$ cat src/rtl/bfts_pkg.sv
// Shared types, opcodes and length tables for the bytecode function-table scanner.
// Used by bfts_cell and bytecode_function_table_scanner_unit; depends on nothing.
`default_nettype none

package bfts_pkg;

    localparam int DEF_NEST_DEPTH = 16;
    localparam int DEF_ADDR_BITS  = 32;
    localparam int DEF_INDEX_BITS = 16;

    localparam int ARGS_W  = 16;
    localparam int COUNT_W = 17;
    localparam int SKIP_W  = 4;

    localparam logic [7:0] OP_TYPED = 8'h01;
    localparam logic [7:0] OP_FN    = 8'h05;
    localparam logic [7:0] OP_ARG   = 8'h06;
    localparam logic [7:0] OP_END   = 8'h19;

    localparam logic [COUNT_W-1:0] COUNT_SAT = COUNT_W'(65536);

    typedef enum logic {
        ST_RUN,
        ST_FLUSH
    } t_state;

    // stack shift control handed to every cell
    typedef struct packed {
        logic push;
        logic pop;
        logic inc;
    } t_cell_op;

    // payload size that follows a typed-load type byte
    function automatic logic [SKIP_W-1:0] type_size(input logic [7:0] t);
        logic [SKIP_W-1:0] r;
        begin
            case (t) inside
                8'h01, 8'h03, 8'h09: r = SKIP_W'(4);
                8'h02, 8'h04:        r = SKIP_W'(8);
                8'h05, 8'h07:        r = SKIP_W'(1);
                8'h08:               r = SKIP_W'(2);
                default:             r = '0;
            endcase
            return r;
        end
    endfunction

    // bytes following the opcode byte
    function automatic logic [SKIP_W-1:0] op_tail(input logic [7:0] op);
        logic [SKIP_W-1:0] r;
        begin
            case (op) inside
                8'h02, 8'h03, [8'h1D:8'h20]:                      r = SKIP_W'(6);
                8'h05, 8'h06, 8'h16, 8'h1A, 8'h1B:                r = SKIP_W'(4);
                8'h04, [8'h0E:8'h15], 8'h18, 8'h1C, [8'h21:8'h2C]: r = SKIP_W'(1);
                default:                                          r = '0;
            endcase
            return r;
        end
    endfunction

endpackage

`default_nettype wire

$ cat src/rtl/bfts_cell.sv
// One entry of the open-function stack: start, index and argument count.
// Shifts toward its neighbors on push/pop; uses bfts_pkg.
`default_nettype none

module bfts_cell #(
    parameter int ADDR_BITS  = bfts_pkg::DEF_ADDR_BITS,
    parameter int INDEX_BITS = bfts_pkg::DEF_INDEX_BITS
) (
    input  wire                           i_clk,
    input  bfts_pkg::t_cell_op            i_op,
    input  wire  [ADDR_BITS-1:0]          i_left_start,
    input  wire  [INDEX_BITS-1:0]         i_left_index,
    input  wire  [bfts_pkg::ARGS_W-1:0]   i_left_args,
    input  wire  [ADDR_BITS-1:0]          i_right_start,
    input  wire  [INDEX_BITS-1:0]         i_right_index,
    input  wire  [bfts_pkg::ARGS_W-1:0]   i_right_args,
    output logic [ADDR_BITS-1:0]          o_start,
    output logic [INDEX_BITS-1:0]         o_index,
    output logic [bfts_pkg::ARGS_W-1:0]   o_args
);
    import bfts_pkg::*;

    logic [ADDR_BITS-1:0]  r_start;
    logic [INDEX_BITS-1:0] r_index;
    logic [ARGS_W-1:0]     r_args;

    always_ff @(posedge i_clk) begin
        if (i_op.push) begin
            r_start <= i_left_start;
            r_index <= i_left_index;
            r_args  <= i_left_args;
        end else if (i_op.pop) begin
            r_start <= i_right_start;
            r_index <= i_right_index;
            r_args  <= i_right_args;
        end else if (i_op.inc && (r_args != '1)) begin
            r_args <= r_args + ARGS_W'(1);
        end
    end

    assign o_start = r_start;
    assign o_index = r_index;
    assign o_args  = r_args;

endmodule

`default_nettype wire

$ cat src/rtl/bytecode_function_table_scanner_unit.sv
// Bytecode function-table scanner: decoder, control and a chain of stack cells.
// A closing 0x19 has its record loaded into the output register as the byte is accepted.
// Throughput: one byte per cycle while results drain; after the final byte of a program
// input stalls while the flush emits one record per open function, then the summary.
// Synchronous active-low reset clears control state; stack cells hold no reset.
// Depends on bfts_pkg and bfts_cell.
`default_nettype none

module bytecode_function_table_scanner_unit #(
    parameter int NEST_DEPTH = bfts_pkg::DEF_NEST_DEPTH,
    parameter int ADDR_BITS  = bfts_pkg::DEF_ADDR_BITS,
    parameter int INDEX_BITS = bfts_pkg::DEF_INDEX_BITS
) (
    input  wire          i_clk,
    input  wire          i_rst_n,
    // slave side: one bytecode byte per transaction
    input  wire          s_axis_tvalid,
    output logic         s_axis_tready,
    input  wire  [7:0]   s_axis_tdata,   // code_byte
    input  wire          s_axis_tlast,   // last_byte
    // master side: one result per transaction
    output logic         m_axis_tvalid,
    input  wire          m_axis_tready,
    // [15:0] func_index, [47:16] start_addr, [79:48] end_addr, [95:80] arg_count,
    // [96] closed, [97] depth_overflow, [114:98] function_count, [119:115] zero
    output logic [119:0] m_axis_tdata,
    output logic         m_axis_tuser,   // kind
    output logic         m_axis_tlast    // last_result
);
    import bfts_pkg::*;

    localparam int DEPTH_W = $clog2(NEST_DEPTH + 1);

    // control state
    t_state               r_state, n_state;
    logic [ADDR_BITS-1:0] r_pos, n_pos;
    logic [SKIP_W-1:0]    r_skip, n_skip;
    logic                 r_await, n_await;
    logic [DEPTH_W-1:0]   r_depth, n_depth;
    logic [COUNT_W-1:0]   r_funcs, n_funcs;
    logic                 r_ovf, n_ovf;

    // output register
    logic                 r_out_valid;
    logic                 r_out_kind, n_out_kind;
    logic [15:0]          r_out_idx, n_out_idx;
    logic [31:0]          r_out_start, n_out_start;
    logic [31:0]          r_out_end, n_out_end;
    logic [ARGS_W-1:0]    r_out_args, n_out_args;
    logic                 r_out_closed, n_out_closed;
    logic                 r_out_ovf, n_out_ovf;
    logic [COUNT_W-1:0]   r_out_cnt, n_out_cnt;
    logic                 r_out_last, n_out_last;
    logic                 n_out_load;

    logic                 w_advance;
    logic                 w_accept;
    t_cell_op             w_op;
    logic [ADDR_BITS-1:0] w_new_start;
    logic [INDEX_BITS-1:0] w_new_index;

    // stack chain, cell 0 is the innermost open function
    logic [ADDR_BITS-1:0]  w_start [NEST_DEPTH];
    logic [INDEX_BITS-1:0] w_index [NEST_DEPTH];
    logic [ARGS_W-1:0]     w_args  [NEST_DEPTH];

    // output register frees up when empty or taken this cycle
    assign w_advance     = !r_out_valid || m_axis_tready;
    assign s_axis_tready = w_advance && (r_state == ST_RUN);
    assign w_accept      = s_axis_tvalid && s_axis_tready;

    // new stack entry on FN: start just past the 4-byte identifier
    assign w_new_start = r_pos + ADDR_BITS'(5);
    assign w_new_index = INDEX_BITS'(r_funcs);

    always_comb begin
        n_state      = r_state;
        n_pos        = r_pos;
        n_skip       = r_skip;
        n_await      = r_await;
        n_depth      = r_depth;
        n_funcs      = r_funcs;
        n_ovf        = r_ovf;
        w_op         = '0;
        n_out_load   = 1'b0;
        n_out_kind   = 1'b0;
        n_out_idx    = 16'(w_index[0]);
        n_out_start  = 32'(w_start[0]);
        n_out_end    = '0;
        n_out_args   = w_args[0];
        n_out_closed = 1'b0;
        n_out_ovf    = 1'b0;
        n_out_cnt    = '0;
        n_out_last   = 1'b0;

        case (r_state)
            ST_RUN: begin
                if (w_accept) begin
                    if (r_skip != '0) begin
                        n_skip = r_skip - SKIP_W'(1);
                    end else if (r_await) begin
                        n_await = 1'b0;
                        n_skip  = type_size(s_axis_tdata);
                    end else if (s_axis_tdata == OP_FN) begin
                        if (r_funcs != COUNT_SAT) begin
                            n_funcs = r_funcs + COUNT_W'(1);
                        end
                        if (r_depth < DEPTH_W'(NEST_DEPTH)) begin
                            w_op.push = 1'b1;
                            n_depth   = r_depth + DEPTH_W'(1);
                        end else begin
                            // no room: counted and indexed, never recorded
                            n_ovf = 1'b1;
                        end
                        n_skip = op_tail(s_axis_tdata);
                    end else if ((s_axis_tdata == OP_END) && (r_depth != '0)) begin
                        // close innermost: emit record, pop
                        w_op.pop     = 1'b1;
                        n_depth      = r_depth - DEPTH_W'(1);
                        n_out_load   = 1'b1;
                        n_out_end    = 32'(r_pos);
                        n_out_closed = 1'b1;
                        n_out_last   = !s_axis_tlast;
                    end else if (s_axis_tdata == OP_TYPED) begin
                        n_await = 1'b1;
                    end else begin
                        if ((s_axis_tdata == OP_ARG) && (r_depth != '0)) begin
                            w_op.inc = 1'b1;
                        end
                        // unknown opcodes fall through with no tail
                        n_skip = op_tail(s_axis_tdata);
                    end
                    n_pos = r_pos + ADDR_BITS'(1);
                    if (s_axis_tlast) begin
                        n_state = ST_FLUSH;
                    end
                end
            end
            ST_FLUSH: begin
                if (w_advance) begin
                    n_out_load = 1'b1;
                    if (r_depth != '0) begin
                        // unclosed function, end address 0
                        w_op.pop = 1'b1;
                        n_depth  = r_depth - DEPTH_W'(1);
                    end else begin
                        n_out_kind  = 1'b1;
                        n_out_idx   = '0;
                        n_out_start = '0;
                        n_out_args  = '0;
                        n_out_ovf   = r_ovf;
                        n_out_cnt   = r_funcs;
                        n_out_last  = 1'b1;
                        // start over for the next program
                        n_state = ST_RUN;
                        n_pos   = '0;
                        n_skip  = '0;
                        n_await = 1'b0;
                        n_funcs = '0;
                        n_ovf   = 1'b0;
                    end
                end
            end
            default: begin
                n_state = ST_RUN;
            end
        endcase
    end

    always_ff @(posedge i_clk) begin
        if (!i_rst_n) begin
            r_state     <= ST_RUN;
            r_pos       <= '0;
            r_skip      <= '0;
            r_await     <= 1'b0;
            r_depth     <= '0;
            r_funcs     <= '0;
            r_ovf       <= 1'b0;
            r_out_valid <= 1'b0;
        end else begin
            r_state <= n_state;
            r_pos   <= n_pos;
            r_skip  <= n_skip;
            r_await <= n_await;
            r_depth <= n_depth;
            r_funcs <= n_funcs;
            r_ovf   <= n_ovf;
            if (w_advance) begin
                r_out_valid <= n_out_load;
            end
        end
    end

    always_ff @(posedge i_clk) begin
        if (w_advance && n_out_load) begin
            r_out_kind   <= n_out_kind;
            r_out_idx    <= n_out_idx;
            r_out_start  <= n_out_start;
            r_out_end    <= n_out_end;
            r_out_args   <= n_out_args;
            r_out_closed <= n_out_closed;
            r_out_ovf    <= n_out_ovf;
            r_out_cnt    <= n_out_cnt;
            r_out_last   <= n_out_last;
        end
    end

    // chain of stack cells; push moves toward the far end, pop toward cell 0
    generate
        for (genvar k = 0; k < NEST_DEPTH; k++) begin : g_cell
            t_cell_op              w_cop;
            logic [ADDR_BITS-1:0]  w_ls, w_rs;
            logic [INDEX_BITS-1:0] w_li, w_ri;
            logic [ARGS_W-1:0]     w_la, w_ra;

            assign w_cop.push = w_op.push;
            assign w_cop.pop  = w_op.pop;
            assign w_cop.inc  = (k == 0) ? w_op.inc : 1'b0;

            if (k == 0) begin : g_head
                assign w_ls = w_new_start;
                assign w_li = w_new_index;
                assign w_la = '0;
            end else begin : g_body
                assign w_ls = w_start[k-1];
                assign w_li = w_index[k-1];
                assign w_la = w_args[k-1];
            end

            if (k == NEST_DEPTH - 1) begin : g_tail
                assign w_rs = '0;
                assign w_ri = '0;
                assign w_ra = '0;
            end else begin : g_link
                assign w_rs = w_start[k+1];
                assign w_ri = w_index[k+1];
                assign w_ra = w_args[k+1];
            end

            bfts_cell #(
                .ADDR_BITS  (ADDR_BITS),
                .INDEX_BITS (INDEX_BITS)
            ) u_cell (
                .i_clk         (i_clk),
                .i_op          (w_cop),
                .i_left_start  (w_ls),
                .i_left_index  (w_li),
                .i_left_args   (w_la),
                .i_right_start (w_rs),
                .i_right_index (w_ri),
                .i_right_args  (w_ra),
                .o_start       (w_start[k]),
                .o_index       (w_index[k]),
                .o_args        (w_args[k])
            );
        end
    endgenerate

    assign m_axis_tvalid = r_out_valid;
    assign m_axis_tuser  = r_out_kind;
    assign m_axis_tlast  = r_out_last;
    assign m_axis_tdata  = {5'b0, r_out_cnt, r_out_ovf, r_out_closed, r_out_args,
                            r_out_end, r_out_start, r_out_idx};

endmodule

`default_nettype wire

$ cat config.mk
export PLATFORM = sky130hd
export DESIGN_NAME = bytecode_function_table_scanner_unit
export DESIGN_NICKNAME = d
export VERILOG_FILES = /design/src/rtl/bfts_pkg.sv /design/src/rtl/bfts_cell.sv /design/src/rtl/bytecode_function_table_scanner_unit.sv
export SDC_FILE = /design/constraint.sdc
export NUM_CORES = 2
export LEC_CHECK = 0
export ABC_CLOCK_PERIOD_IN_PS = 22800
export BUFFER_PORTS_ARGS = -buffer_cell sky130_fd_sc_hd__buf_2
export CAP_MARGIN = 20
export CORE_MARGIN = 4
export CORE_UTILIZATION = 26
export CTS_BUF_LIST = sky130_fd_sc_hd__clkbuf_8
export CTS_CLUSTER_DIAMETER = 40
export DETAILED_ROUTE_END_ITERATION = 10
export GPL_ROUTABILITY_DRIVEN = 0
export RECOVER_POWER = 50
export REMOVE_ABC_BUFFERS = 1
export SETUP_SLACK_MARGIN = 0.15
export SLEW_MARGIN = 10
export SYNTH_ARGS = -nofsm -noshare
export SYNTH_HDL_FRONTEND = slang
export SYNTH_SLANG_ARGS = --single-unit
$ cat constraint.sdc
create_clock -name i_clk -period 22.8 [get_ports i_clk]
set_input_delay 2.28 -clock i_clk [delete_from_list [all_inputs] [get_ports i_clk]]
set_output_delay 2.28 -clock i_clk [all_outputs]
set_load 0.02 [all_outputs]
==> flow_metrics.tcl <==
set metrics [dict create \
    wire_per_inst_microns 13.1 \
    syn-cell-area_sq_um 51500 \
    cts_resized 0 \
    placementRows 163 \
    p_sw_mw 1.01 \
    fin_tns_setup_ns 0 \
    ant_nets 0 \
    rsz0062_at_grt "no" \
    grt_pass1_wl_microns 169000 \
    grt_overflow 0 \
    top_layer_used "met4" \
    leakage_nw 22.3 \
    p_int_mw 3.37 \
    dpl.hpwl_microns 59800 \
    violations "capacitance limit, slew limit" \
    synth_cells 5004 \
    track_usage 0.0980 \
    start_util 0.261 \
    drt-initial-drc-count 2565 \
    drv_cap 17 \
    dr.pass1.iters 6 \
    p_sw_frac 0.230 \
    period_needed_ns 13.01 \
    cts_sinks 1203 \
    numPortBuffers 131 \
    ys_seq_area_frac 0.687 \
    async_reset_ff_frac 0 \
    fmax_mhz 76.9 \
    hold_buffers 0 \
    stdcell_area_sq_um 57900 \
    fp.coreArea_sq_um 197000 \
    synthDominantCellAreaShare 0.656 \
    drc 0 \
    die_width_microns 453 \
    nets 5110 \
    synth_flop_cell "edfxtp_1" \
    h-tree-depth 4 \
    grt_antenna_before_repair 1 \
    finalMaxSlewViolations 1420 \
    fin_crit_sh 0.571 \
    power_density_nw_per_um2 75.6 \
    synth_area_per_cell_sq_um 10.3 \
    skew_ns 0.0487 \
    placed_area_sq_um 54700 \
    power_frac_comb 0.035 \
    ys_types 67 \
    wl_met2_microns 51000 \
    pwr-share-clk 0.394 \
    io_pins 137 \
    cts_tree "built" \
    avgViaCountPerCell 4.31 \
    ys_warn_count 0 \
    syn_to_final_growth_pct 12.5 \
    power.total_mw 4.38 \
    clock_latency_ns 0.90 \
    critical_path_required_ns 23.05 \
    grt_max_degree 259 \
    wl_met3_microns 3910 \
    final_util 0.294 \
    cts.path.max_buffers 3 \
    drt_wl_total_microns 103000 \
    post_cts_buffers 0 \
    die_h_microns 453 \
    synth_seq_cells 1203 \
    path_clk_slew_ns 0.06 \
    via_count 33900 \
    outcome "finished with violations" \
    startpoint_type "input port" \
    ir_worst_vdd_v 0.0000435 \
    die_area_sq_um 205000 \
    hp-class "reg -> reg" \
    synth.top_cells.by_area "edfxtp_1, nand2_1, dfxtp_1" \
    clock-root-buffer "clkbuf_8" \
    grt_pass1_vias 33600 \
    synth-edff-count 1125 \
    setup_viol 0 \
    maxSlewHeadroom -6.14 \
    critical_path.max_fanout 258 \
    seqPwrFrac 0.571 \
    met1Wirelength_microns 44200 \
    drive_above_1_share 0.0542 \
    synth_top_area_cell "edfxtp_1" \
    worst_ep_arrival_time_ns 13.26 \
    worst_slew_pin_slew_ns 10.70 \
    cts_made_buffers 192 \
    crit_type "in -> reg" \
    hold_violations 0 \
    endpoint_kind "flop" \
]
[synth_stat cells (6+ instances only)]
| cell type | n |
|---|---|
| and4_1 | 6 |
| nand2b_1 | 6 |
| dfxtp_1 | 78 |
| a211oi_1 | 7 |
| and2_1 | 179 |
| and3_1 | 12 |
| a21oi_1 | 37 |
| o21ai_0 | 60 |
| nor2b_1 | 7 |
| a2111oi_0 | 6 |
| nor3_1 | 25 |
| xor2_1 | 32 |
| nand4_1 | 27 |
| nand2_1 | 2820 |
| or3_1 | 16 |
| ha_1 | 9 |
| xnor2_1 | 36 |
| nor2_1 | 84 |
| mux2i_1 | 6 |
| buf_2 | 32 |
| clkbuf_1 | 233 |
| edfxtp_1 | 1125 |
| nand3_1 | 38 |
| buf_4 | 9 |
| nor4_1 | 16 |
| nor4b_1 | 6 |
| inv_1 | 12 |
[through the flow]
step	hold WS, ns	std cells	worst slack (ns)
after floorplan	0.432	4726	-56.71
after global placement	0.450	7528	14.97
after detailed placement	0.458	7530	14.87
after CTS	0.483	7859	15.83
after global routing	0.498	7864	8.30
final	0.489	7864	9.79
[area by class of cell]
| type | count | area [sq um] |
|---|---|---|
| Antenna cell | 1 | 2.50 |
| Clock buffer | 207 | 2850 |
| Clock inverter | 122 | 646 |
| Fill cell | 20500 | 139000 |
| Inverter | 14 | 53.8 |
| Multi-Input combinational cell | 3509 | 14900 |
| Sequential cell | 1203 | 35300 |
| Tap cell | 2640 | 3300 |
| Timing Repair Buffer | 168 | 791 |
[path summary, 6_finish.rpt]
kind	start	endpoint	slack, ns	cells after the start
max reg2reg	r_state	g_cell[0].u_cell.o_index[1]	10.32	7
max	m_axis_tready	g_cell[0].u_cell.o_index[1]	9.79	8
min reg2reg	r_funcs[16]	r_funcs[16]	0.49	2
min	r_funcs[16]	r_funcs[16]	0.49	2
[registers in the layout, summed over array words and instances, names as in the netlist, 4 cells and up]
name and flops:
g_cell.u_cell.o_start 512, g_cell.u_cell.o_args 256, g_cell.u_cell.o_index 256, r_out_end 32
r_out_start 32, r_pos 32, r_funcs 17, r_out_cnt 17
r_out_args 16, r_out_idx 16, r_depth 5, r_skip 4
[per-layer routing]
layer  vias up  GRT usage
met2       577      0.170
met3       213     0.0191
met1     16400      0.118
li1      16700          -
met5         -          0
met4         0     0.0427
[logic make-up after synthesis]
group,after synthesis,share of synthesized area
adder cells (fa/ha/maj),9,0.00219
multiplexers,6,0.00117
other,1,0.0000728
buffers and inverters,296,0.0235
AO/OA/AOI/OAI,151,0.0180
XOR/XNOR,68,0.0116
AND/OR/NAND/NOR,3270,0.257
flip-flops,1203,0.687
[power groups by stage]
stage / Combinational, mW / Sequential (mW) / Clock (mW)
2_1_floorplan: 0.0987 / 2.55 / 0
4_1_cts: 0.163 / 2.50 / 1.80
3_5_place_dp: 0.162 / 2.54 / 0
3_3_place_gp: 0.158 / 2.54 / 0
6_report: 0.154 / 2.50 / 1.73
5_1_grt: 0.173 / 2.50 / 1.89
[critical path: stages]
cell and delay (ns):
buf_2 0.10, nand2b_1 0.21, nand4_1 0.33, or3_1 0.75
clkbuf_1 0.95, buf_16 0.39, clkbuf_1 7.41, o21ai_0 0.61
[cell usage in the layout, fill, tap and decap left out, types with 11 or more instances in the layout]
cell,n
dfxtp_1,78
o21ai_0,60
clkbuf_1,138
buf_2,11
edfxtp_1,1125
nor2_1,84
inv_1,78
and3_1,12
clkbuf_8,207
xnor2_1,36
a21oi_1,38
nand4_1,27
nor3_1,24
buf_4,11
and2_0,100
nor4_1,16
and2_1,79
nand3_1,39
xor2_1,32
or3_1,17
clkinv_1,29
nand2_1,2819
Power figures use the tool's default switching activity.
